==> config.mk <==
export PLATFORM = sky130hd
export DESIGN_NAME = apo_divsqrt
export DESIGN_NICKNAME = d
export VERILOG_FILES = /design/src/hdl/apo_pkg.sv /design/src/hdl/apo_divsqrt.sv
export VERILOG_INCLUDE_DIRS = /design/src /design/src/hdl
export SDC_FILE = /design/constraint.sdc
export NUM_CORES = 1
export LEC_CHECK = 0
export BUFFER_PORTS_ARGS = -buffer_cell sky130_fd_sc_hd__buf_4
export CORE_ASPECT_RATIO = 1.75
export CORE_UTILIZATION = 23
export DETAILED_ROUTE_END_ITERATION = 6
export PLACE_DENSITY = 0.34
export SLEW_MARGIN = 20
export SYNTH_ARGS = -nofsm -noshare
export SYNTH_HDL_FRONTEND = slang
export SYNTH_SLANG_ARGS = --single-unit
export TNS_END_PERCENT = 100
==> constraint.sdc <==
create_clock -name clk -period 14.4 [get_ports clk]
set_input_delay 1.44 -clock clk [delete_from_list [all_inputs] [get_ports clk]]
set_output_delay 1.44 -clock clk [all_outputs]
set_load 0.01 [all_outputs]
==> src/hdl/axis_pair_orthonormalizer_unit_defines.svh <==
// ----------------------------------------------------------------------------
// Assertion macros for the axis pair orthonormalizer
// Concurrent checks clocked on clk and disabled while arst_n is low.
// ----------------------------------------------------------------------------
`ifndef AXIS_PAIR_ORTHONORMALIZER_UNIT_DEFINES_SVH
`define AXIS_PAIR_ORTHONORMALIZER_UNIT_DEFINES_SVH

`ifndef NO_ASSERTIONS
// Same-cycle implication.
`define APO_ASSERT_IMP(lbl, ante, cons) \
	lbl: assert property (@(posedge clk) disable iff (!arst_n) (ante) |-> (cons)) \
		else $error("apo assertion failed");
// Next-cycle implication.
`define APO_ASSERT_NXT(lbl, ante, cons) \
	lbl: assert property (@(posedge clk) disable iff (!arst_n) (ante) |=> (cons)) \
		else $error("apo assertion failed");
`else
`define APO_ASSERT_IMP(lbl, ante, cons)
`define APO_ASSERT_NXT(lbl, ante, cons)
`endif

`endif

==> src/hdl/apo_pkg.sv <==
// ----------------------------------------------------------------------------
// apo_pkg
// Shared types, constants and rounding helpers of the orthonormalizer.
// ----------------------------------------------------------------------------
`timescale 1ns / 1ps

package apo_pkg;

	localparam logic signed [15:0] ONE_Q14 = 16'sd16384;

	// Command to the shared square root / divide unit.
	typedef struct packed {
		logic start;
		logic sqrt_mode;
	} dvs_ctl_t;

	// Status of the shared square root / divide unit.
	typedef struct packed {
		logic busy;
		logic done;
	} dvs_sts_t;

	// Shift right by 14 with rounding half away from zero.
	function automatic logic signed [63:0] rnd14(input logic signed [63:0] a);
		logic [63:0] m;
		logic [63:0] r;
		m = a[63] ? (~a + 64'd1) : a;
		r = (m + 64'd8192) >> 14;
		return a[63] ? $signed(~r + 64'd1) : $signed(r);
	endfunction

endpackage

==> src/hdl/apo_divsqrt.sv <==
// ----------------------------------------------------------------------------
// apo_divsqrt
// Shared iterative unit: 64-bit floor square root (32 steps) or a 15-bit
// quotient restoring division (15 steps), one compare-subtract per cycle.
// ----------------------------------------------------------------------------
`timescale 1ns / 1ps
`include "axis_pair_orthonormalizer_unit_defines.svh"

module apo_divsqrt (
	input  logic              clk,
	input  logic              arst_n,
	input  apo_pkg::dvs_ctl_t ctl,
	input  logic [63:0]       opa,
	input  logic [31:0]       opb,
	output apo_pkg::dvs_sts_t sts,
	output logic [63:0]       result
);
	import apo_pkg::*;

	logic [63:0] rem_q;
	logic [63:0] aux_q;
	logic [63:0] bit_q;
	logic [4:0]  cnt_q;
	logic        mode_q;
	logic        busy_q;
	logic        done_q;
	logic [63:0] trial;
	logic        ge;

	// The square root compares against root + bit, the division against
	// the shifted divisor.
	assign trial = mode_q ? (aux_q + bit_q) : bit_q;
	assign ge    = (rem_q >= trial);

	always_ff @(posedge clk or negedge arst_n) begin
		if (!arst_n) begin
			busy_q <= 1'b0;
			done_q <= 1'b0;
			cnt_q  <= '0;
			mode_q <= 1'b0;
		end else begin
			done_q <= 1'b0;
			if (ctl.start) begin
				busy_q <= 1'b1;
				mode_q <= ctl.sqrt_mode;
				cnt_q  <= ctl.sqrt_mode ? 5'd31 : 5'd14;
			end else if (busy_q) begin
				if (cnt_q == 5'd0) begin
					busy_q <= 1'b0;
					done_q <= 1'b1;
				end else begin
					cnt_q <= cnt_q - 5'd1;
				end
			end
		end
	end

	always_ff @(posedge clk) begin
		if (ctl.start) begin
			rem_q <= opa;
			aux_q <= '0;
			bit_q <= ctl.sqrt_mode ? (64'd1 << 62) : {18'd0, opb, 14'd0};
		end else if (busy_q) begin
			if (ge) rem_q <= rem_q - trial;
			if (mode_q) begin
				aux_q <= ge ? ((aux_q >> 1) + bit_q) : (aux_q >> 1);
				bit_q <= bit_q >> 2;
			end else begin
				aux_q <= {aux_q[62:0], ge};
				bit_q <= bit_q >> 1;
			end
		end
	end

	assign sts.busy = busy_q;
	assign sts.done = done_q;
	assign result   = aux_q;

	`APO_ASSERT_IMP(a_no_start_busy, ctl.start, !busy_q)
	`APO_ASSERT_IMP(a_done_not_busy, done_q, !busy_q)
	`APO_ASSERT_NXT(a_done_idle_next, done_q, !busy_q)

endmodule

# Word level (Yosys, flattened, before mapping)
# Index checks and enable logic that the tools add are counted.
# W data, S select, Z words.
op_classes:
  shift: 0
  eq_ne: 1
  div: 0
  muxes: 20
  n_mul: 0
  order_cmp: 1
  bitwise_logic: 0
  n_addsub: 4
  reduce_logical: 5
op_table:
  columns: ["op", "count"]
  rows:
  - ["$mux W64", 8]
  - ["$mux W63", 2]
  - ["$add A63 B64 Y64", 1]
  - ["$add A64 B64 Y64", 1]
  - ["$ge A64 B64 Y1", 1]
  - ["$sub A64 B64 Y64", 1]
  - ["$mux W5", 4]
  - ["$mux W1", 6]
  - ["$logic_not A5 Y1", 1]
  - ["$sub A5 B1 Y5 const B", 1]
  - ["$reduce_and A2 Y1", 2]
  - ["$reduce_bool A2 Y1", 2]
  - ["$ne A2 B2 Y1 const B", 1]
word_totals:
  reg_bits: 200
  mem_count: 0
  in_bits: 100
  elab_cells: 38
  mem_bits_ro: 0
  ram_bits: 0
  latch_bits: 0
  out_inout_bits: 66

# Logic depth before layout (Yosys ltp)
# Gate-level depths: netlist (run 1).
logic_depth:
  ltp_word: 6
  ltp_mapped: 28
  ltp_nobuf: 25

# Worst setup path before layout (run 1)
# Ideal clock, no wire load.
synth_timing:
  path_type: "register to register"
  from: "register bit_q[0]"
  to: "register rem_q[0] (enable)"
  n_path_buf: 3
  period_less_slack_ns: 10.138
  setup_ns: 0.574
  setup_slack_ns: 4.262
  required_ns: 13.826
  t_arrival_ns: 9.563
  path_stages_with_launch: 23
  path_cell_list: "edfxtp_1 -> ha_1 -> fa_1 -> a21o_1 -> a311oi_1 -> nand4bb_1 -> a31oi_1 -> o2111ai_1 -> o31ai_1 -> a41oi_1 -> o31ai_2 -> a21oi_1 -> xnor2_1 -> a21oi_1 -> ha_1 -> clkbuf_1 -> nand4_1 -> or4_1 -> o21ai_1 -> nand2_1 -> buf_2 -> buf_2 -> o21ai_0"
synth_via:
  elab_chain_cells: 5
synth_lines:
  columns: ["item", "line_no", "source"]
  rows:
  - ["start, declared", "apo_divsqrt.sv:22", "logic [63:0] bit_q;"]
  - ["start signal, assigned", "apo_divsqrt.sv:62", "bit_q <= ctl.sqrt_mode ? (64'd1 << 62) : {18'd0, opb, 14'd0};"]
  - ["start signal, assigned", "apo_divsqrt.sv:67", "bit_q <= bit_q >> 2;"]
  - ["start signal, assigned", "apo_divsqrt.sv:70", "bit_q <= bit_q >> 1;"]
  - ["$add A64 B64 Y64", "apo_divsqrt.sv:32", "assign trial = mode_q ? (aux_q + bit_q) : bit_q;"]
  - ["$mux W64 *", "apo_divsqrt.sv:32", null]
  - ["$ge A64 B64 Y1 *", "apo_divsqrt.sv:33", "assign ge = (rem_q >= trial);"]
  - ["$reduce_bool A2 Y1 (no line) *", null, null]
  - ["$reduce_and A2 Y1 (no line) *", null, null]
  - ["end signal, assigned", "apo_divsqrt.sv:60", "rem_q <= opa;"]
  - ["end signal, assigned", "apo_divsqrt.sv:64", "if (ge) rem_q <= rem_q - trial;"]
  - ["end, declared", "apo_divsqrt.sv:20", "logic [63:0] rem_q;"]
# Every way passes the cells marked *; elsewhere a longest branch is shown, timed or not.
# A chain may end at the register's enable or synchronous reset.

# Worst setup path after layout (run 1)
layout_timing:
  from: "register bit_q[0]"
  to: "register aux_q[51] (netlist: result[51])"
layout_via:
  elab_chain_cells: 5
  word_cells_on_any_way: 6
  cone_classes: "add/sub (2); order compare (1); mux (3)"
layout_lines:
  columns: ["item", "line_no", "source"]
  rows:
  - ["$add A64 B64 Y64", "apo_divsqrt.sv:32", null]
  - ["$mux W64", "apo_divsqrt.sv:32", null]
  - ["$ge A64 B64 Y1", "apo_divsqrt.sv:33", null]
  - ["$mux W64 *", "apo_divsqrt.sv:66", "aux_q <= ge ? ((aux_q >> 1) + bit_q) : (aux_q >> 1);"]
  - ["$mux W64 *", "apo_divsqrt.sv:65", "if (mode_q) begin"]
  - ["end signal, assigned", "apo_divsqrt.sv:66", null]
  - ["end signal, assigned", "apo_divsqrt.sv:69", "aux_q <= {aux_q[62:0], ge};"]
  - ["end, declared", "apo_divsqrt.sv:21", "logic [63:0] aux_q;"]
# Marked as above.

==> results of run 1 <==
## worst max-delay path, stage by stage, from the launching register on
cell,delay [ps]
edfxtp_1,420
ha_1,230
fa_1,410
a21o_1,210
a311oi_1,660
nand4bb_1,330
a31oi_1,210
o2111ai_1,470
o31ai_1,240
a41oi_1,470
o31ai_2,180
a41oi_1,270
xnor2_1,140
a21oi_1,90
ha_1,300
a21oi_1,180
o21bai_1,80
a21oi_1,190
o21ai_0,140
a21oi_1,340
nand4_1,500
nand2_4,460
buf_4,730
nor3b_1,100
mux2_2,290
a2111oi_0,330
o22ai_1,140
## sequential cells by signal, indices dropped and copies added (netlist names)
signal / cells
busy_q: 1
done_q: 1
rem_q: 64
mode_q: 1
bit_q: 63
cnt_q: 5
result: 64
## cell families after synthesis
| family | synth area share |
|---|---|
| DFF | 0.254 |
| muxes | 0.0108 |
| adders and majority gates | 0.118 |
| xor gates and xnor gates | 0.0734 |
| buffers and inverters | 0.0444 |
| AOI/OAI and AO/OA | 0.317 |
| and+or+nand+nor | 0.182 |
## through the flow
step / power [W] / hold slack (ps) / instances / setup WS (ps)
detailed placement: 0.00353 / 517 / 3907 / 6150
global placement: 0.00355 / 509 / 3907 / 6160
floorplan: 0.00267 / 489 / 2713 / 4260
global route: 0.00437 / 559 / 3939 / 5540
finish: 0.00404 / 539 / 3939 / 6090
CTS: 0.00411 / 542 / 3939 / 6090
## final timing paths
path,to,slack (ps),depth (start not counted)
min,cnt_q[3]$_DFFE_PN0P_,540,2
min reg2reg,cnt_q[3]$_DFFE_PN0P_,540,2
max,result[51]$_SDFFE_PP0P_,6090,26
min in group asynchronous,mode_q$_DFFE_PN0P_,710,1
max in group asynchronous,busy_q$_DFF_PN0_,13530,1
max reg2reg,result[51]$_SDFFE_PP0P_,6090,26
## layout by cell type (no fill, tap or decap), types with 7 or more instances in the layout
| cell type | netlist | final |
|---|---|---|
| clkbuf_16 | 0 | 17 |
| o2111ai_1 | 7 | 7 |
| nor2b_1 | 82 | 82 |
| dfxtp_1 | 64 | 64 |
| and3_1 | 21 | 21 |
| a21oi_1 | 398 | 398 |
| buf_4 | 2 | 186 |
| ha_1 | 192 | 192 |
| o21bai_1 | 51 | 51 |
| o22ai_1 | 12 | 12 |
| a31oi_1 | 33 | 33 |
| a221oi_1 | 8 | 8 |
| or3_1 | 11 | 11 |
| edfxtp_1 | 127 | 127 |
| inv_1 | 68 | 67 |
| o21a_1 | 20 | 20 |
| and2_1 | 15 | 15 |
| mux2i_1 | 17 | 17 |
| a31o_2 | 16 | 16 |
| a211oi_1 | 28 | 28 |
| a21o_1 | 110 | 110 |
| o21ai_0 | 224 | 223 |
| xnor2_1 | 106 | 106 |
| a41oi_1 | 7 | 7 |
| nor2_1 | 170 | 169 |
| nand2_1 | 313 | 312 |
| a21boi_0 | 11 | 11 |
| xor2_1 | 69 | 69 |
| nor3_1 | 41 | 41 |
| o211ai_1 | 51 | 51 |
| nand4_1 | 52 | 52 |
| o31ai_1 | 22 | 22 |
| nand3_1 | 56 | 56 |
| nand2b_1 | 17 | 17 |
## metal layers
layer / up-vias / wire length, um
li1: 10100 / -
met1: 9928 / 34200
met2: 472 / 53600
met3: 121 / 3230
met4: 0 / 4200
met5: - / 0
## power breakdown
group | switching, W | total (W) | internal, W | leakage [nW]
clock network | 0.000287 | 0.000551 | 0.000264 | 0.297
logic | 0.00160 | 0.00252 | 0.000915 | 7.51
registers | 0.000165 | 0.000976 | 0.000811 | 2.04
## final cells by class
type,count,area (sq um),area share
inverters,69,259,0.0109
repair buffers,188,1430,0.0601
well taps,1176,1470,0.0620
clock inverters,15,180,0.00759
clock buffers,17,425,0.0179
multi-input cells,2275,14700,0.618
flip-flops and latches,199,5300,0.223
==> flow_summary.yaml, run 1 <==
die:
  dieArea_sq_um: 92000
  die_h_um: 401
  die_width_um: 230
  ioPinCount: 166
  start_util: 0.233
  fp-row-count: 145
  coreArea_sq_um: 89600
global_routing:
  grt_max_degree: 141
  grt_pass1_vias: 21200
  top_usage_layer: "met2"
  use_met2: 0.412
  met1_usage: 0.206
  grt_use_total: 0.206
  antenna_found_initial: 0
  gr-total-overflow: 0
  grt_pass1_wl_mm: 140
  met3_usage: 0.0262
synth:
  yosys.area.top_type: "edfxtp_1"
  yosysWarnings: 0
  yosysTopAreaCellShare: 0.183
  synth_edf_count: 127
  synth_async_sr_flop_share: 0.0402
  synth_most_common_cell: "a21oi_1"
  ys_top_cells_by_count: "398 x a21oi_1, 313 x nand2_1, 224 x o21ai_0"
  ys_seq_elements: 199
  ys_seq_area_frac: 0.254
  netlist_area_sq_um: 20900
  syn_nets: 3008
  syn-instance-count: 2713
  synth_area_leaders: "edfxtp_1 18%, ha_1 12%, a21oi_1 9.5%"
  synthDistinctLibCells: 83
  synth.avg_cell_area_sq_um: 7.69
  synthFlopType: "edfxtp_1"
clocking:
  postCtsSetupBuffers: 0
  tritoncts: "built"
  cts.path.max_buffers: 2
  htreeDepth: 4
  cts.sinks: 199
  root_buffer: "clkbuf_16"
  hold_buffers: 0
  cts_made_buffers: 17
  ctsResizeCount: 0
  insertion_delay_ps: 550
  clk_pin_slew_worst_paths_ps: 90
worst_setup_path:
  cp-start-kind: "register"
  cp_data_arrival_time_ps: 8720
  end_kind: "register"
  worstPathRequired_ps: 14810
  cp-startpoint: "bit_q[0]$_SDFFCE_PP0P_"
  critPathMaxFanout: 75
  critical_path_class: "reg2reg"
  r2r-start: "bit_q[0]$_SDFFCE_PP0P_"
routing:
  firstDrtPassIters: 7
  vias_per_cell: 5.24
  drt-initial-drc-count: 1239
  num_vias: 20600
  drc: 0
  antenna_left: 0
  drt_wl_total_mm: 95.2
  wl_per_cell_um: 24.2
sta:
  slew_headroom: 0.275
  hold_viol: 0
  rsz0062_at_grt: "no"
  worst_slew_pin_slew_ps: 1090
  max_clock_freq_ghz: 0.120
  period_share: 0.577
  slew_violations: 0
  finClkSkew_ps: 17.2
  setup_tns_ps: 0
  setup_viol: 0
  timing.final.crit_period_ps: 8310
cells_and_area:
  antennaDiodeCount: 0
  areaGrowthSynthToFinish_pct: 13.7
  n_fill_cell: 10100
  fin_nets: 3045
  final_area_sq_um: 23700
  final_util: 0.265
  drive_above_1_share: 0.0966
min_path:
  hold_path.class: "reg2reg"
  hold_start: "cnt_q[3]$_DFFE_PN0P_"
placed_design:
  postPlaceCellArea_sq_um: 23100
  dp_hpwl_mm: 76.8
  routabilityCongestion: 0.885
  portBuffers: 165
outcome:
  outcome: "completed"
pwr:
  peakVddDrop_v: 0.000100
  powerDensity_nw_per_um2: 170
  p_leak_nw: 9.84
run:
  maxCapViolations: 0
No activity file was read; power rests on OpenSTA's default activity.
==> inputs of run 2 (changes only) <==
Clock period 14.4 ns to 8.55 ns, I/O delays scaled along.
==> flow_summary.yaml, run 2 (same netlist as run 1, synthesis figures left out) <==
clocking:
  ctsResizeCount: 0
  htreeDepth: 4
  root_buffer: "clkbuf_16"
  cts.sinks: 199
  tritoncts: "built"
  hold_buffers: 0
  cts_made_buffers: 17
  cts.path.max_buffers: 2
  postCtsSetupBuffers: 0
  clk_pin_slew_worst_paths_ps: 90
  insertion_delay_ps: 540
die:
  start_util: 0.233
  die_width_um: 230
  die_h_um: 401
  dieArea_sq_um: 92000
  coreArea_sq_um: 89600
  fp-row-count: 145
  ioPinCount: 166
pwr:
  clkPwrFrac: 0.129
  peakVddDrop_v: 0.000163
  p_sw_frac: 0.508
  powerDensity_nw_per_um2: 287
  p_comb_frac: 0.632
  p_leak_nw: 9.85
  intPower_w: 0.00335
  p_seq_frac: 0.239
  power_switching_w: 0.00346
placed_design:
  dpl.cell_count: 3912
  portBuffers: 165
  routabilityCongestion: 0.903
  dp_hpwl_mm: 78.4
routing:
  wl_per_cell_um: 24.5
  drt-initial-drc-count: 1117
  drc: 0
  vias_per_cell: 5.28
  drt_wl_total_mm: 96.5
  num_vias: 20800
  firstDrtPassIters: 5
  antenna_left: 0
sta:
  slew_headroom: 0.255
  setup_viol: 0
  timing.final.crit_period_ps: 7480
  hold_viol: 0
  rsz0062_at_grt: "no"
  fin_hold_ws_ps: 127
  period_share: 0.875
  worst_slew_pin_slew_ps: 1120
  slew_violations: 0
  setup_tns_ps: 0
  finClkSkew_ps: 18.9
  max_clock_freq_ghz: 0.134
cells_and_area:
  seq_area_sq_um: 5300
  finalNonFillerCells: 3944
  drive_above_1_share: 0.0979
  layout_commonest_cell: "a21oi_1"
  fin_nets: 3050
  n_fill_cell: 9991
  multiInputGateArea_sq_um: 14700
  final_cell_mix: "398 x a21oi_1, 312 x nand2_1, 223 x o21ai_0, 192 x ha_1, 189 x buf_4"
  antennaDiodeCount: 0
  areaGrowthSynthToFinish_pct: 13.9
worst_setup_path:
  cp_num_buf_inv: 2
  cp_slowest_cell: "nand2_4"
  cp-start-kind: "register"
  cp_data_arrival_time_ps: 7880
  worstPathRequired_ps: 8950
  end_kind: "register"
  path_delay_family: "compound AO/OA/AOI/OAI gates"
  slowest_delay_ps: 460
  critPathMaxFanout: 18
  critical_path_class: "reg2reg"
global_routing:
  grt_use_total: 0.208
  grt_pass1_wl_mm: 141
  antenna_found_initial: 0
  gr-total-overflow: 0
  grt_max_degree: 159
  grt_pass1_vias: 21400
run:
  maxCapViolations: 0
min_path:
  hold_path.class: "in2async"
outcome:
  outcome: "completed"
run 2: changes by cell type in the layout (fill, tap and decap cells not counted):
cell and change:
buf_4 +3, inv_6 -3, buf_12 +2, clkinv_1 +2, clkinv_4 +2, clkinvlp_4 +2
inv_8 -2, bufinv_16 -1, nor2_1 -1, nor2_2 +1
run 2: stage by stage:
| stage | util | worst slack, ps | instance area (sq um) | total power, W |
|---|---|---|---|---|
| after CTS | 0.265 | 1160 | 23800 | 0.00693 |
| after global routing | 0.265 | 720 | 23800 | 0.00736 |
| after global placement | 0.259 | 1300 | 23200 | 0.00603 |
| after detailed placement | 0.259 | 1210 | 23200 | 0.00600 |
| after floorplan | - | 146 | 20900 | 0.00449 |
| final | 0.265 | 1070 | 23800 | 0.00682 |
run 2: final timing paths:
| check | from | to | cells past startpoint | slack [ps] |
|---|---|---|---|---|
| worst max-delay path | bit_q[0]$_SDFFCE_PP0P_ | result[51]$_SDFFE_PP0P_ | 25 | 1070 |
| worst min-delay path | arst_n | done_q$_DFF_PN0_ | 1 | 130 |
| worst max register to register | bit_q[0]$_SDFFCE_PP0P_ | result[51]$_SDFFE_PP0P_ | 25 | 1070 |
| worst min register to register | cnt_q[3]$_DFFE_PN0P_ | cnt_q[3]$_DFFE_PN0P_ | 2 | 530 |
| max in group asynchronous | arst_n | mode_q$_DFFE_PN0P_ | 1 | 8270 |
| min in group clk | cnt_q[3]$_DFFE_PN0P_ | cnt_q[3]$_DFFE_PN0P_ | 2 | 530 |
run 2: layer usage:
metal | share of wire | vias to the layer above | wire length (um) | global-route usage
li1 | - | 10100 | - | -
met5 | 0 | - | 0 | 0
met2 | 0.57 | 454 | 54600 | 0.417
met4 | 0.049 | 0 | 4740 | 0.101
met1 | 0.35 | 10100 | 34000 | 0.201
met3 | 0.034 | 129 | 3240 | 0.0328
run 2: cell type report:
type / instances / area share
clock inverter: 15 / 0.00595
tap: 1176 / 0.0619
multi-input combinational: 2275 / 0.618
sequential: 199 / 0.223
timing repair buffer: 193 / 0.0627
clock buffer: 17 / 0.0179
inverter: 69 / 0.0109
run 2: power groups by stage:
stage	sequential (W)	combinational, W	clock [W]
2_1_floorplan	0.00154	0.00295	0
3_3_place_gp	0.00167	0.00436	0
3_5_place_dp	0.00167	0.00434	0
4_1_cts	0.00165	0.00436	0.000919
5_1_grt	0.00166	0.00476	0.000943
6_report	0.00163	0.00431	0.000878
run 2: worst reg2reg max path, delay by kind of cell (launching register included):
kind / cells / cell delay [ps]
fa+ha+maj: 3 / 1090
flops: 1 / 430
simple gates: 6 / 1670
mux: 1 / 270
buf+inv: 2 / 390
compound gates: 12 / 3380
xor+xnor: 1 / 130
==> inputs of run 3 (changes only) <==
--- a/config.mk
+++ b/config.mk
@@ -8,6 +8,6 @@
 export LEC_CHECK = 0
 export BUFFER_PORTS_ARGS = -buffer_cell sky130_fd_sc_hd__buf_4
-export CORE_ASPECT_RATIO = 1.75
 export CORE_UTILIZATION = 23
+export CTS_CLUSTER_DIAMETER = 50
 export DETAILED_ROUTE_END_ITERATION = 6
 export PLACE_DENSITY = 0.34
==> constraint.sdc (replaced) <==
create_clock -name clk -period 8.55 [get_ports clk]
set_input_delay 1.2825 -clock clk [delete_from_list [all_inputs] [get_ports clk]]
set_output_delay 1.2825 -clock clk [all_outputs]
set_load 0.01 [all_outputs]
==> flow_summary.yaml, run 3 (same netlist as run 1, synthesis figures left out) <==
outcome:
  outcome: "completed"
sta:
  slew_headroom: 0.406
  hold_viol: 0
  worst_slew_pin_slew_ps: 880
  setup_viol: 0
  finClkSkew_ps: 19.9
  slew_violations: 0
  rsz0062_at_grt: "no"
  max_clock_freq_ghz: 0.127
  setup_tns_ps: 0
  period_share: 0.920
  timing.final.crit_period_ps: 7870
routing:
  wl_per_cell_um: 21.7
  vias_per_cell: 5.14
  firstDrtPassIters: 5
  drt_wl_total_mm: 85.5
  drc: 0
  drt-initial-drc-count: 1786
  antenna_left: 0
  num_vias: 20300
cells_and_area:
  final_area_sq_um: 23800
  drive_above_1_share: 0.0998
  areaGrowthSynthToFinish_pct: 14.1
  layout_commonest_cell: "a21oi_1"
  antennaDiodeCount: 0
  fin_nets: 3057
  final_cell_mix: "398 x a21oi_1, 312 x nand2_1, 223 x o21ai_0, 197 x buf_4, 192 x ha_1"
clocking:
  cts.path.max_buffers: 2
  cts.sinks: 199
  insertion_delay_ps: 520
  clk_pin_slew_worst_paths_ps: 90
  postCtsSetupBuffers: 0
  htreeDepth: 4
  cts_made_buffers: 17
  hold_buffers: 0
  ctsResizeCount: 0
  tritoncts: "built"
  root_buffer: "clkbuf_16"
worst_setup_path:
  end_kind: "register"
  worstPathRequired_ps: 8710
  cp_data_arrival_time_ps: 8030
  critical_path_class: "reg2reg"
  cp-start-kind: "register"
  critPathMaxFanout: 36
global_routing:
  antenna_found_initial: 1
  grt_pass1_vias: 19700
  grt_pass1_wl_mm: 127
  grt_max_degree: 131
  gr-total-overflow: 0
  grt_use_total: 0.185
pwr:
  peakVddDrop_v: 0.000179
  intPower_w: 0.00337
  p_comb_frac: 0.626
  power_switching_w: 0.00331
  p_sw_frac: 0.496
  p_leak_nw: 9.89
  p_seq_frac: 0.240
  clkPwrFrac: 0.135
  powerDensity_nw_per_um2: 281
die:
  die_width_um: 303
  coreArea_sq_um: 90000
  start_util: 0.232
  dieArea_sq_um: 92000
  die_h_um: 303
  fp-row-count: 110
  ioPinCount: 166
run:
  maxCapViolations: 0
placed_design:
  postPlaceCellArea_sq_um: 23200
  routabilityCongestion: 0.879
  portBuffers: 165
  dp_hpwl_mm: 69.3
min_path:
  hold_path.class: "reg2reg"
run 3: power by group through the flow:
stage	registers [W]	logic (W)	clock network, W
after floorplan	0.00154	0.00295	0
after global placement	0.00163	0.00421	0
after detailed placement	0.00162	0.00417	0
after CTS	0.00160	0.00419	0.000938
after global routing	0.00163	0.00464	0.000957
final	0.00160	0.00418	0.000900
run 3: cell type report:
class | count | area (sq um)
sequential | 199 | 5300
tap | 1176 | 1470
fill | 9963 | 66200
clock buffer | 17 | 425
multi-input combinational | 2275 | 14700
timing repair buffer | 200 | 1520
inverter | 69 | 259
clock inverter | 15 | 168
run 3: critical path: stages (launching register included):
cell and delay [ps]:
edfxtp_1 420, ha_1 240, fa_1 410, a21o_1 210
a311oi_1 500, nand4bb_1 280, a31oi_1 220, o2111ai_1 400
and2_1 220, o21ai_0 170, a221oi_1 380, xnor2_1 160
a21oi_1 160, ha_1 510, nand4_1 260, or2_2 360
o21ai_0 520, nor2_1 210, o21ai_1 700, nand2_4 320
o21ai_4 320, buf_4 450
run 3: final timing paths:
check	from	end	slack, ps	cells past startpoint
worst max-delay path	bit_q[0]$_SDFFCE_PP0P_	rem_q[25]$_DFFE_PP_	680	21
worst min-delay path	cnt_q[3]$_DFFE_PN0P_	cnt_q[3]$_DFFE_PN0P_	530	2
worst max register to register	bit_q[0]$_SDFFCE_PP0P_	rem_q[25]$_DFFE_PP_	680	21
worst min register to register	cnt_q[3]$_DFFE_PN0P_	cnt_q[3]$_DFFE_PN0P_	530	2
max in group asynchronous	arst_n	mode_q$_DFFE_PN0P_	7800	1
min in group asynchronous	arst_n	cnt_q[3]$_DFFE_PN0P_	580	1
run 3: through the flow:
step | hold WS (ps) | util | std cells | total power (W) | worst slack (ps)
3_3_place_gp | 519 | 0.258 | 3919 | 0.00584 | 392
2_1_floorplan | 489 | - | 2713 | 0.00449 | 146
4_1_cts | 540 | 0.265 | 3951 | 0.00673 | 311
6_report | 534 | 0.265 | 3951 | 0.00668 | 682
3_5_place_dp | 513 | 0.258 | 3919 | 0.00579 | 337
5_1_grt | 561 | 0.265 | 3951 | 0.00724 | 181
run 3: layer usage:
layer | part of all wire | vias to the layer above | GRT usage
met5 | 0 | - | 0
met4 | 0.020 | 0 | 0.0514
met3 | 0.039 | 63 | 0.0219
met2 | 0.40 | 456 | 0.263
met1 | 0.54 | 9640 | 0.286
li1 | - | 10100 | -
